**config.mk**
```make
export PLATFORM = sky130hd
export DESIGN_NAME = base32_decoder
export DESIGN_NICKNAME = d
export VERILOG_FILES = /design/src/rtl/core/b32d_pkg.sv /design/src/rtl/core/base32_decoder.sv
export SDC_FILE = /design/constraint.sdc
export NUM_CORES = 1
export LEC_CHECK = 0
export ABC_AREA = 0
export BUFFER_PORTS_ARGS = -buffer_cell sky130_fd_sc_hd__buf_2
export CAP_MARGIN = 20
export CORE_MARGIN = 2
export CORE_UTILIZATION = 60
export CTS_CLUSTER_DIAMETER = 60
export CTS_CLUSTER_SIZE = 40
export DETAILED_ROUTE_END_ITERATION = 6
export GPL_ROUTABILITY_DRIVEN = 0
export PLACE_DENSITY_LB_ADDON = 0.2
export SLEW_MARGIN = 20
export SYNTH_ARGS = -nofsm -noshare
export SYNTH_HDL_FRONTEND = slang
export SYNTH_SLANG_ARGS = --single-unit
```
**constraint.sdc**
```tcl
create_clock -name clk -period 4 [get_ports clk]
set_clock_uncertainty 0.05 [all_clocks]
set_input_delay 0.8 -clock clk [delete_from_list [all_inputs] [get_ports clk]]
set_output_delay 0.8 -clock clk [all_outputs]
set_load 0.02 [all_outputs]
```
**src/rtl/core/b32d_pkg.sv**
```systemverilog
// types, character codes and symbol lookup for the base32 decoder
`default_nettype none

package b32d_pkg;

	localparam logic [7:0] CHAR_A     = 8'h41;
	localparam logic [7:0] CHAR_Z     = 8'h5A;
	localparam logic [7:0] CHAR_TWO   = 8'h32;
	localparam logic [7:0] CHAR_SEVEN = 8'h37;
	localparam logic [7:0] CHAR_PAD   = 8'h3D;
	localparam logic [4:0] DIGIT_BASE = 5'd26;

	typedef struct packed {
		logic       ok;
		logic [4:0] val;
	} sym_t;

	typedef struct packed {
		logic [7:0] data;
		logic       has;
		logic       bad;
		logic       last;
	} res_t;

	function automatic sym_t sym_decode(input logic [7:0] c);
		sym_t       s;
		logic [7:0] d_alpha;
		logic [7:0] d_digit;
		d_alpha = c - CHAR_A;
		d_digit = c - CHAR_TWO;
		s.ok    = 1'b0;
		s.val   = 5'd0;
		if (c >= CHAR_A && c <= CHAR_Z) begin
			s.ok  = 1'b1;
			s.val = d_alpha[4:0];
		end else if (c >= CHAR_TWO && c <= CHAR_SEVEN) begin
			s.ok  = 1'b1;
			s.val = d_digit[4:0] + DIGIT_BASE;
		end
		return s;
	endfunction

endpackage

`default_nettype wire

```
**src/rtl/core/base32_decoder.sv**
```systemverilog
// base32 decoder top level: input register, decode step and result queue
`default_nettype none

// Streaming base32 decoder, upper-case alphabet A-Z and 2-7. One character is
// taken per item; each symbol adds 5 bits and a byte leaves whenever 8 bits
// are complete. '=' ends decoding for the rest of the string, any other
// character outside the alphabet marks the string bad. The item flagged with
// end_of_string produces the final result (last_result 1, bad_input valid),
// possibly preceded by one more data byte, and clears the decoder state.
// Rate: one item per cycle. An accepted item sits in the input register while
// it is decoded; its results (zero, one or two) enter a QUEUE_DEPTH entry
// result queue and appear on the output from the next cycle on. The input
// register holds its item while fewer than two queue entries are free, so
// the sink's throughput of one result per cycle sets the pace: items that
// yield two results slow the input down.
module base32_decoder #(
	parameter int unsigned QUEUE_DEPTH = 4
) (
	input  wire        clk,
	input  wire        arst_n,

	input  wire        in_valid,
	output logic       in_stall,
	input  wire  [7:0] in_char,
	input  wire        end_of_string,

	output logic       out_valid,
	input  wire        out_stall,
	output logic [7:0] out_byte,
	output logic       has_data,
	output logic       bad_input,
	output logic       last_result
);

	localparam int unsigned QW = (QUEUE_DEPTH > 1) ? $clog2(QUEUE_DEPTH) : 1;
	localparam int unsigned CW = $clog2(QUEUE_DEPTH + 1);

	// input register
	logic       valid_s1;
	logic [7:0] char_s1;
	logic       eos_s1;

	// decoder state
	logic [7:0] acc_q;
	logic [2:0] pend_q;
	logic       stop_q;
	logic       err_q;

	// result queue
	b32d_pkg::res_t   queue_q [QUEUE_DEPTH];
	logic [QW-1:0]    wr_q;
	logic [QW-1:0]    rd_q;
	logic [CW-1:0]    cnt_q;

	logic             adv;
	b32d_pkg::sym_t   sym;
	logic             active;
	logic             is_pad;
	logic             take_sym;
	logic             set_err;
	logic             err_n;
	logic [3:0]       sum;
	logic [3:0]       rem;
	logic [12:0]      comb;
	logic [12:0]      comb_sh;
	logic             emit;
	logic [7:0]       main_byte;
	logic [7:0]       acc_n;
	logic [2:0]       pend_n;
	logic             flush;
	logic [3:0]       flush_sh;
	logic [7:0]       flush_byte;
	b32d_pkg::res_t   r0;
	b32d_pkg::res_t   r1;
	logic             push0;
	logic             push1;
	logic             pop;
	logic [QW-1:0]    wr1;
	logic [QW-1:0]    wr2;
	logic [QW-1:0]    rd_n;
	logic [CW-1:0]    cnt_add;

	function automatic logic [QW-1:0] ptr_inc(input logic [QW-1:0] p);
		return (p == QW'(QUEUE_DEPTH - 1)) ? '0 : p + QW'(1);
	endfunction

	assign adv      = valid_s1 && (cnt_q <= CW'(QUEUE_DEPTH - 2));
	assign in_stall = valid_s1 && !adv;

	always_ff @(posedge clk or negedge arst_n) begin
		if (!arst_n) begin
			valid_s1 <= 1'b0;
		end else if (!in_stall) begin
			valid_s1 <= in_valid;
		end
	end

	always_ff @(posedge clk) begin
		if (in_valid && !in_stall) begin
			char_s1 <= in_char;
			eos_s1  <= end_of_string;
		end
	end

	// decode step
	always_comb begin
		sym      = b32d_pkg::sym_decode(char_s1);
		active   = !stop_q && !err_q;
		is_pad   = (char_s1 == b32d_pkg::CHAR_PAD);
		take_sym = active && sym.ok;
		set_err  = active && !is_pad && !sym.ok;
		err_n    = err_q || set_err;
		sum      = {1'b0, pend_q} + 4'd5;
		rem      = sum - 4'd8;
		comb     = {acc_q, sym.val};
		comb_sh  = comb >> rem;
		emit     = take_sym && sum[3];
		main_byte = comb_sh[7:0];
		if (!take_sym) begin
			acc_n  = acc_q;
			pend_n = pend_q;
		end else if (sum[3]) begin
			acc_n  = comb[7:0] & ~(8'hFF << rem);
			pend_n = rem[2:0];
		end else begin
			acc_n  = comb[7:0];
			pend_n = sum[2:0];
		end
		flush      = eos_s1 && !err_n && pend_n[2];
		flush_sh   = 4'd11 - {1'b0, pend_n};
		flush_byte = acc_n << flush_sh;

		if (emit) begin
			r0.data = main_byte;
			r0.has  = 1'b1;
			r0.last = eos_s1 && !flush;
			r0.bad  = eos_s1 && !flush && err_n;
		end else if (flush) begin
			r0.data = flush_byte;
			r0.has  = 1'b1;
			r0.last = 1'b1;
			r0.bad  = err_n;
		end else begin
			r0.data = 8'd0;
			r0.has  = 1'b0;
			r0.last = 1'b1;
			r0.bad  = err_n;
		end
		r1.data = flush_byte;
		r1.has  = 1'b1;
		r1.last = 1'b1;
		r1.bad  = err_n;

		push0 = adv && (emit || eos_s1);
		push1 = adv && emit && flush;
	end

	always_ff @(posedge clk or negedge arst_n) begin
		if (!arst_n) begin
			acc_q  <= 8'd0;
			pend_q <= 3'd0;
			stop_q <= 1'b0;
			err_q  <= 1'b0;
		end else if (adv) begin
			if (eos_s1) begin
				acc_q  <= 8'd0;
				pend_q <= 3'd0;
				stop_q <= 1'b0;
				err_q  <= 1'b0;
			end else begin
				acc_q  <= acc_n;
				pend_q <= pend_n;
				stop_q <= stop_q || (active && is_pad);
				err_q  <= err_n;
			end
		end
	end

	// result queue
	assign pop     = out_valid && !out_stall;
	assign wr1     = ptr_inc(wr_q);
	assign wr2     = ptr_inc(wr1);
	assign rd_n    = ptr_inc(rd_q);
	assign cnt_add = CW'(push0) + CW'(push1);

	always_ff @(posedge clk) begin
		for (int i = 0; i < QUEUE_DEPTH; i++) begin
			if (push0 && wr_q == QW'(i)) begin
				queue_q[i] <= r0;
			end else if (push1 && wr1 == QW'(i)) begin
				queue_q[i] <= r1;
			end
		end
	end

	always_ff @(posedge clk or negedge arst_n) begin
		if (!arst_n) begin
			wr_q  <= '0;
			rd_q  <= '0;
			cnt_q <= '0;
		end else begin
			if (push1) begin
				wr_q <= wr2;
			end else if (push0) begin
				wr_q <= wr1;
			end
			if (pop) begin
				rd_q <= rd_n;
			end
			cnt_q <= cnt_q + cnt_add - CW'(pop);
		end
	end

	assign out_valid   = (cnt_q != '0);
	assign out_byte    = queue_q[rd_q].data;
	assign has_data    = queue_q[rd_q].has;
	assign bad_input   = queue_q[rd_q].bad;
	assign last_result = queue_q[rd_q].last;

`ifndef ASSERT_OFF
	a_queue_bound: assert property (@(posedge clk) disable iff (!arst_n)
		cnt_q <= CW'(QUEUE_DEPTH))
		else $error("result queue count out of range");

	a_eos_clears: assert property (@(posedge clk) disable iff (!arst_n)
		adv && eos_s1 |=> pend_q == 3'd0 && !stop_q && !err_q && acc_q == 8'd0)
		else $error("decoder state not cleared after end of string");

	a_empty_is_last: assert property (@(posedge clk) disable iff (!arst_n)
		out_valid && !has_data |-> last_result && out_byte == 8'd0)
		else $error("empty result that is not the final one");

	a_flush_no_error: assert property (@(posedge clk) disable iff (!arst_n)
		push1 |-> !err_n && eos_s1)
		else $error("second byte pushed outside a clean string end");
`endif

endmodule

`default_nettype wire

```
==> impl_metrics.json, run 1 <==
{
  "synth_top_area_share": 0.341,
  "timing.fmax_ghz": 0.276,
  "synth_adder_area_share": 0.0535,
  "wl_per_cell_um": 19.9,
  "clkLatencyLatePin_ns": 0.38,
  "clkTransAtPathRegs_ns": 0.09,
  "seq_area_um2": 2100,
  "cts_tree": "built",
  "cts-buffers-inserted": 9,
  "grt_pass1_vias": 3389,
  "cts_buffer_depth": 2,
  "p_total_w": 0.00323,
  "postCtsSetupBuffers": 0,
  "antenna_found_initial": 0,
  "rows": 31,
  "synth_compound_gate_area_share": 0.166,
  "netlist_area_um2": 4490,
  "final_core_util": 0.673,
  "die_area_um2": 8190,
  "post_drt_via_cell_ratio": 6.51,
  "worstMarginPinSlew_ns": 0.984,
  "yosysUniqueCellTypes": 65,
  "grt_setup_unrepaired": "no",
  "ir_drop_mv": 0.298,
  "yosysWarnings": 0,
  "routed_wl_um": 10700,
  "fp.dieW_um": 90.5,
  "syn_area_per_cell_um2": 11.0,
  "die_h_um": 90.5,
  "setup_viol": 0,
  "p_leak_nw": 1.87,
  "cts_root_buffer": "clkbuf_8",
  "dp_hpwl_um": 7900,
  "start_util": 0.619,
  "yosysTopAreaCell": "edfxtp_1",
  "synth-xor-area-share": 0.00781,
  "ios": 26,
  "drc": 0,
  "synth-seq-cells": 74,
  "cp_max_fo": 9,
  "worstHoldPathType": "primary input to async pin",
  "synth_top_family_by_area": "compound AO/OA/AOI/OAI gates",
  "end_kind": "flop",
  "whs_ns": 0.322,
  "place_inst": 522,
  "final_cells": 538,
  "arrival_ns": 3.84,
  "period_needed_ns": 3.63,
  "cts_hold_buf": 0,
  "power.density_nw_per_um2": 661,
  "synth_edf_count": 51,
  "synth_flop_cell": "edfxtp_1",
  "area_growth_pct": 8.84,
  "clkSinkCount": 74,
  "nFillCells": 539,
  "synthMuxAreaShare": 0.107,
  "synthCells": 409,
  "nets": 465,
  "cts_resized": 0,
  "min_period_over_period": 0.907,
  "fin_setup_tns_ns": 0,
  "io_buffer_count": 25,
  "routed-via-count": 3503,
  "path_class": "flop to flop",
  "status": "finished, final reports clean",
  "htree_levels": 3,
  "drtIter0Drc": 288,
  "synthTopCellsByArea": "edfxtp_1, dfrtp_1, mux4_2",
  "worst_ep_required_time_ns": 4.21,
  "grt_max_degree": 22,
  "firstDrtPassIters": 5,
  "overflow": 0,
  "synth_fp_nets": 440,
  "drive_gt1_frac": 0.205,
  "n_antenna_cell": 0,
  "cap_violations": 0,
  "grt.total_usage": 0.275,
  "ant_nets": 0,
  "ys_seq_area_frac": 0.467,
  "core_area_um2": 7250,
  "yosys.area_share.simple": 0.152,
  "worstSetupStartpointType": "flop",
  "grt_pass1_wl_um": 17500,
  "relSlewSlack": 0.336,
  "maxSlewViolCount": 0,
  "hold_viol_final": 0,
  "async_flop_share": 0.284,
  "multi_input_area_um2": 2180
}
-- critical path, cell delays in order, from the launching register on --
cell	delay, ns
edfxtp_1	0.51
inv_1	0.12
ha_1	0.15
nor4b_2	0.31
a22o_1	0.22
and3_1	0.41
o21ai_4	0.08
a21oi_1	0.26
inv_1	0.15
ha_1	0.30
inv_1	0.05
fa_1	0.40
fa_1	0.39
xnor2_1	0.13
-- layout by cell type, fill, tap and decap left out, types with 9 or more instances in the layout --
cell and instances:
nand2_1 37, clkbuf_8 9, nand3_1 10, ha_1 16, o22ai_1 16, buf_4 12, buf_2 25, mux4_2 18
inv_1 23, edfxtp_1 51, nor2_1 45, o21ai_0 19, a21oi_1 17, o211ai_1 9, dfrtp_1 21
-- where the power goes --
part	total (W)	internal, W	switching, W
clock network	0.000564	0.000235	0.000330
logic	0.00144	0.000600	0.000839
registers	0.00123	0.00100	0.000224
-- sequential cells by signal (all words and copies together), names as in the netlist --
signal	cells
cnt_q	3
char_s1	8
eos_s1	1
err_q	1
pend_q	3
acc_q	8
queue_q	44
valid_s1	1
stop_q	1
wr_q	2
rd_q	2
-- metrics by stage --
| stage | instance area [µm²] | worst slack, ns |
|---|---|---|
| final | 4880 | 0.371 |
| after floorplan | 4490 | 0.576 |
| after CTS | 4880 | 0.375 |
| after global routing | 4880 | 0.122 |
| after global placement | 4700 | 0.561 |
| after detailed placement | 4700 | 0.381 |
-- cell usage after synthesis (3+ instances only) --
master    instances
edfxtp_1         51
a22oi_1           3
buf_1             4
o211ai_1          9
nor2_1           45
mux2i_1           3
buf_2             6
dfrtp_1          21
o21ai_0          19
a21oi_1          17
nand3_1          10
nor4_1            4
o22ai_1          16
o32ai_1           3
or3_1             6
a31oi_1           3
nor3_1            4
mux2_2            4
a21o_1            6
and3_1            6
a32oi_1           4
nor2b_1           5
nand2_1          37
mux4_2           18
buf_6             4
and2_1            4
ha_1             16
inv_1            23
clkbuf_1          9
-- logic make-up (layout without fill, tap and decap cells) --
| kind of cell | Yosys count | count (layout) |
|---|---|---|
| compound gates | 105 | 105 |
| simple gates | 137 | 137 |
| fa+ha+maj | 18 | 18 |
| flops | 74 | 74 |
| buf+inv | 46 | 76 |
| xor+xnor | 4 | 4 |
| mux | 25 | 25 |
-- routing by layer --
metal / global-route usage / up-vias / wire (µm)
met4: 0.110 / 0 / 299
li1: - / 1600 / -
met1: 0.358 / 1675 / 4290
met5: 0 / - / 0
met3: 0.0392 / 33 / 729
met2: 0.466 / 195 / 5370
-- final cells by class --
cell class                 instances  area share
clock buffer                       9      0.0254
clock inverter                     7      0.0118
inverter                          23      0.0177
multi-input combinational        289       0.446
sequential                        74       0.429
tap                               99      0.0254
timing repair buffer              37      0.0441
-- final timing paths --
path	startpoint	endpoint	slack [ns]	cells after the start
max	char_s1[3]$_DFFE_PP_	cnt_q[2]$_DFF_PN0_	0.37	13
max reg2reg	char_s1[3]$_DFFE_PP_	cnt_q[2]$_DFF_PN0_	0.37	13
min reg2reg	queue_q[2][2]$_SDFFE_PP1P_	queue_q[2][2]$_SDFFE_PP1P_	0.46	2
max in group asynchronous	arst_n	stop_q$_DFFE_PN0P_	3.23	1
min in group clk	queue_q[2][2]$_SDFFE_PP1P_	queue_q[2][2]$_SDFFE_PP1P_	0.46	2
min	arst_n	acc_q[7]$_DFFE_PN0P_	0.32	1
No activity file was read; power rests on OpenSTA's default activity.
==> run 2, diff against run 1 <==
--- a/config.mk
+++ b/config.mk
@@ -6,6 +6,7 @@
 export NUM_CORES = 1
 export LEC_CHECK = 0
 export ABC_AREA = 0
+export ABC_CLOCK_PERIOD_IN_PS = 3350
 export BUFFER_PORTS_ARGS = -buffer_cell sky130_fd_sc_hd__buf_2
 export CAP_MARGIN = 20
 export CORE_MARGIN = 2
==> constraint.sdc (replaced) <==
create_clock -name clk -period 3.35 [get_ports clk]
set_clock_uncertainty 0.05 [all_clocks]
set_input_delay 0.67 -clock clk [delete_from_list [all_inputs] [get_ports clk]]
set_output_delay 0.67 -clock clk [all_outputs]
set_load 0.02 [all_outputs]
==> run 2 against run 1 <==
Against the previous run: utilization grew 3.0 points; critical path type unchanged; first-iteration DRC count increased by 50%; largest power group unchanged; non-clock buffer count is 19 higher.
==> impl_metrics.json, run 2 (synthesis gave the netlist of run 1 again) <==
{
  "reg.largest.list": "queue_q x44, acc_q x8, char_s1 x8",
  "overflow": 0,
  "antenna_found_initial": 0,
  "ir_drop_mv": 0.544,
  "worst_slack_ns": 0.110,
  "dr_wl_met2_um": 5420,
  "final_area_um2": 5100,
  "cts-buffers-inserted": 9,
  "post_drt_via_cell_ratio": 6.35,
  "ios": 26,
  "cp_slowest_cell": "fa_2",
  "wl_met3_um": 559,
  "period_needed_ns": 3.24,
  "die_area_um2": 8190,
  "clkLatencyLatePin_ns": 0.36,
  "critPathTopFamily": "simple AND/OR/NAND/NOR gates",
  "n_antenna_cell": 0,
  "cts_buffer_depth": 2,
  "grt_pass1_vias": 3491,
  "final_core_util": 0.703,
  "final_cell_mix": "edfxtp_1, nor2_1, nand2_1",
  "grt.total_usage": 0.271,
  "worstHoldPathType": "primary input to async pin",
  "arrival_ns": 3.48,
  "io_buffer_count": 25,
  "timing.fmax_ghz": 0.309,
  "htree_levels": 3,
  "clkTransAtPathRegs_ns": 0.09,
  "cts_root_buffer": "clkbuf_8",
  "largest_reg_flops": 44,
  "end_kind": "flop",
  "hold_viol_final": 0,
  "cp_max_fo": 12,
  "wl_per_cell_um": 18.8,
  "grt_max_degree": 22,
  "ant_nets": 0,
  "core_area_um2": 7250,
  "relSlewSlack": 0.455,
  "area_growth_pct": 13.7,
  "rows": 31,
  "fin_setup_tns_ns": 0,
  "firstDrtPassIters": 7,
  "worstMarginPinSlew_ns": 0.817,
  "grt_pass1_wl_um": 17200,
  "worst_ep_required_time_ns": 3.59,
  "cp_slowest_stage_delay_ns": 0.53,
  "fp.dieW_um": 90.5,
  "routed_wl_um": 10500,
  "die_h_um": 90.5,
  "p_leak_nw": 1.98,
  "drtIter0Drc": 432,
  "crit_top_cell": "buf_4",
  "nets": 484,
  "setup_viol": 0,
  "power.density_nw_per_um2": 786,
  "postPlaceCellArea_um2": 4830,
  "maxSlewViolCount": 0,
  "drc": 0,
  "met1_length_um": 4150,
  "cap_violations": 0,
  "start_util": 0.619,
  "status": "finished, final reports clean",
  "drive_gt1_frac": 0.266,
  "min_period_over_period": 0.967,
  "cts_hold_buf": 0,
  "path_class": "flop to flop",
  "worstPathCellList": "buf_4, or3b_4, or3_4, and4_4, o21ai_4, buf_4, a2111oi_4, buf_4, fa_1, fa_2",
  "post-place-ws_ns": 0.0190,
  "dp_hpwl_um": 7890,
  "routed-via-count": 3537,
  "dr.max_layer_used": "met4",
  "cts_tree": "built",
  "clkSinkCount": 74,
  "final_common_cell": "edfxtp_1",
  "path_buf_inv": 3,
  "regMostFlops": "queue_q",
  "worstSetupStartpointType": "flop"
}
==> run 2: worst register-to-register path, delay by kind of cell (launching register included) <==
family	cells	cell delay, ns
adders and majority gates	2	0.92
AOI/OAI and AO/OA	2	0.23
buffers and inverters	3	0.54
DFF	1	0.47
and+or+nand+nor	3	0.97
==> run 2: metal layers <==
metal | vias to the layer above | GRT usage
li1 | 1640 | -
met5 | - | 0
met4 | 0 | 0.137
met3 | 32 | 0.0434
met2 | 163 | 0.470
met1 | 1702 | 0.327
==> run 2: power breakdown <==
group / switching [W] / leakage (nW) / internal [W]
Sequential: 0.000242 / 0.766 / 0.00120
Combinational: 0.00104 / 1.11 / 0.000787
Clock: 0.000383 / 0.104 / 0.000359
==> run 2: final cells by class <==
class                           count  area (µm²)
Inverter                           23        86.3
Multi-Input combinational cell    289        2220
Sequential cell                    74        2100
Timing Repair Buffer               56         358
Clock inverter                      7        86.3
Fill cell                         522        2150
Clock buffer                        9         124
Tap cell                           99         124
==> run 2: path summary, 6_finish.rpt <==
path	from	to	slack (ns)	cells after the start
worst min register to register	queue_q[2][2]$_SDFFE_PP1P_	queue_q[2][2]$_SDFFE_PP1P_	0.47	2
max in group asynchronous	arst_n	cnt_q[1]$_DFF_PN0_	2.67	1
worst min-delay path	arst_n	acc_q[6]$_DFFE_PN0P_	0.23	1
worst max-delay path	char_s1[3]$_DFFE_PP_	cnt_q[1]$_DFF_PN0_	0.11	10
min in group clk	in_char[0]	char_s1[0]$_DFFE_PP_	0.43	1
worst max register to register	char_s1[3]$_DFFE_PP_	cnt_q[1]$_DFF_PN0_	0.11	10
==> run 2: per-stage QoR <==
| stage | instances | power (W) | hold WS (ns) |
|---|---|---|---|
| detailed placement | 539 | 0.00324 | 0.451 |
| finish | 557 | 0.00401 | 0.226 |
| global placement | 539 | 0.00317 | 0.449 |
| floorplan | 409 | 0.00270 | 0.324 |
| global route | 557 | 0.00426 | 0.253 |
| CTS | 555 | 0.00398 | 0.233 |
==> run 2: timing repair <==
item / in CTS / in global routing
buffers inserted: 0 / 2
endpoints found under the setup margin: 0 / 29
gates resized for setup: 0 / 12
==> run 3, diff against run 2 <==
--- a/config.mk
+++ b/config.mk
@@ -5,12 +5,13 @@
 export SDC_FILE = /design/constraint.sdc
 export NUM_CORES = 1
 export LEC_CHECK = 0
-export ABC_AREA = 0
 export ABC_CLOCK_PERIOD_IN_PS = 3350
 export BUFFER_PORTS_ARGS = -buffer_cell sky130_fd_sc_hd__buf_2
 export CAP_MARGIN = 20
+export CELL_PAD_IN_SITES_DETAIL_PLACEMENT = 1
+export CELL_PAD_IN_SITES_GLOBAL_PLACEMENT = 1
 export CORE_MARGIN = 2
-export CORE_UTILIZATION = 60
+export CORE_UTILIZATION = 49
 export CTS_CLUSTER_DIAMETER = 60
 export CTS_CLUSTER_SIZE = 40
 export DETAILED_ROUTE_END_ITERATION = 6
==> run 3 against run 2 <==
Against the previous run: total power rose by 3.5%; count of clock-buffer cells in the layout up 1; utilization shrank 11 points; final cell count rose by 3.2%; maximum frequency decreased by 0.82%; worst setup slack worse by 0.027 ns; critical path type unchanged; largest cell class unchanged; largest power group unchanged.
==> impl_metrics.json, run 3 (synthesis gave the netlist of run 1 again) <==
{
  "status": "finished, final reports clean",
  "area_growth_pct": 15.9,
  "cts_buffer_depth": 2,
  "io_buffer_count": 25,
  "place_inst": 551,
  "die_area_um2": 9940,
  "cts_tree": "built",
  "fin_setup_tns_ns": 0,
  "dp_hpwl_um": 9030,
  "ir_drop_mv": 0.421,
  "fp.dieW_um": 99.7,
  "ios": 26,
  "cts_root_buffer": "clkbuf_8",
  "wl_per_cell_um": 21.0,
  "cap_violations": 0,
  "nFillCells": 947,
  "clkSinkCount": 74,
  "path_class": "flop to flop",
  "maxSlewViolCount": 0,
  "end_kind": "flop",
  "ant_nets": 0,
  "worstMarginPinSlew_ns": 0.813,
  "whs_ns": 0.235,
  "arrival_ns": 3.32,
  "post_drt_via_cell_ratio": 6.19,
  "start_util": 0.510,
  "p_total_w": 0.00415,
  "antenna_found_initial": 0,
  "worstSetupStartpointType": "flop",
  "largest_reg_flops": 44,
  "grt_pass1_vias": 3788,
  "clkLatencyLatePin_ns": 0.36,
  "final_cells": 575,
  "htree_levels": 3,
  "p_leak_nw": 2.03,
  "routed-via-count": 3560,
  "timing.fmax_ghz": 0.306,
  "drtIter0Drc": 196,
  "worstHoldPathType": "primary input to async pin",
  "rows": 34,
  "worst_ep_required_time_ns": 3.40,
  "seq_area_um2": 2100,
  "setup_viol": 0,
  "grt.total_usage": 0.260,
  "hold_viol_final": 0,
  "min_period_over_period": 0.975,
  "firstDrtPassIters": 4,
  "n_antenna_cell": 0,
  "routed_wl_um": 12100,
  "clkTransAtPathRegs_ns": 0.08,
  "regMostFlops": "queue_q",
  "cts-buffers-inserted": 9,
  "final_cell_mix": "edfxtp_1, nor2_1, buf_4",
  "postPlaceCellArea_um2": 4870,
  "reg.largest.list": "queue_q x44, acc_q x8, char_s1 x8",
  "cp_max_fo": 12,
  "drc": 0,
  "period_needed_ns": 3.27,
  "grt_max_degree": 22,
  "drive_gt1_frac": 0.276,
  "power.density_nw_per_um2": 797,
  "final_area_um2": 5200,
  "relSlewSlack": 0.458,
  "overflow": 0,
  "core_area_um2": 8810,
  "die_h_um": 99.7,
  "multi_input_area_um2": 2240,
  "final_common_cell": "edfxtp_1",
  "nets": 493,
  "grt_pass1_wl_um": 19500
}
## run 3: cell types whose count changed in the layout (fill, tap and decap cells not counted), moves of 2 or more
cell | before | now
buf_4 | 31 | 40
and3_1 | 6 | 3
and3_2 | 0 | 3
inv_8 | 2 | 0
nor2_1 | 42 | 44
nor2_2 | 3 | 1
## run 3: routing by layer
layer  wire length, µm  vias up  GRT usage
met5                 0        -          0
met4               394        0      0.119
met3               423       26     0.0387
met2              6080       80      0.438
met1              5190     1805      0.333
li1                  -     1649          -
## run 3: stage by stage
stage           util  setup WS, ns
2_1_floorplan      -        0.0238
3_3_place_gp   0.553         0.132
3_5_place_dp   0.553       -0.0770
4_1_cts        0.581        0.0177
5_1_grt        0.591      -0.00971
6_report       0.591        0.0834
## run 3: worst paths after layout
check	depth (start not counted)	startpoint	to	slack [ns]
setup / recovery	12	char_s1[1]$_DFFE_PP_	queue_q[3][0]$_SDFFCE_PP1P_	0.08
hold / removal	1	arst_n	acc_q[4]$_DFFE_PN0P_	0.23
setup reg to reg	12	char_s1[1]$_DFFE_PP_	queue_q[3][0]$_SDFFCE_PP1P_	0.08
hold reg to reg	2	queue_q[2][2]$_SDFFE_PP1P_	queue_q[2][2]$_SDFFE_PP1P_	0.46
max in group asynchronous	1	arst_n	valid_s1$_DFFE_PN0N_	2.65
min in group clk	1	in_char[4]	char_s1[4]$_DFFE_PP_	0.44
## run 3: power breakdown
part / internal [W] / switching (W)
combinational: 0.000822 / 0.00111
clock: 0.000422 / 0.000354
sequential: 0.00120 / 0.000243
## run 3: layout make-up
| type | count | area share |
|---|---|---|
| clock inverter | 6 | 0.0176 |
| timing repair buffer | 65 | 0.0818 |
| clock buffer | 10 | 0.0245 |
| multi-input combinational | 289 | 0.430 |
| sequential | 74 | 0.403 |
| tap | 108 | 0.0260 |
| inverter | 23 | 0.0166 |
## run 3: repair_timing
item,4_1_cts,5_1_grt
setup endpoints to repair,9,31
gates resized for setup,3,12
pin swaps,1,8
buffers inserted,3,5
hold buffers,0,0
## run 3: worst max-delay path: stages, from the launching register on
cell and delay (ns):
edfxtp_1 0.39, inv_1 0.09, ha_2 0.19, or3b_4 0.40, or3_4 0.35, and4_4 0.19
o21ai_4 0.15, buf_4 0.15, a2111oi_4 0.04, buf_4 0.21, and3_2 0.27, buf_4 0.18
or3_1 0.35
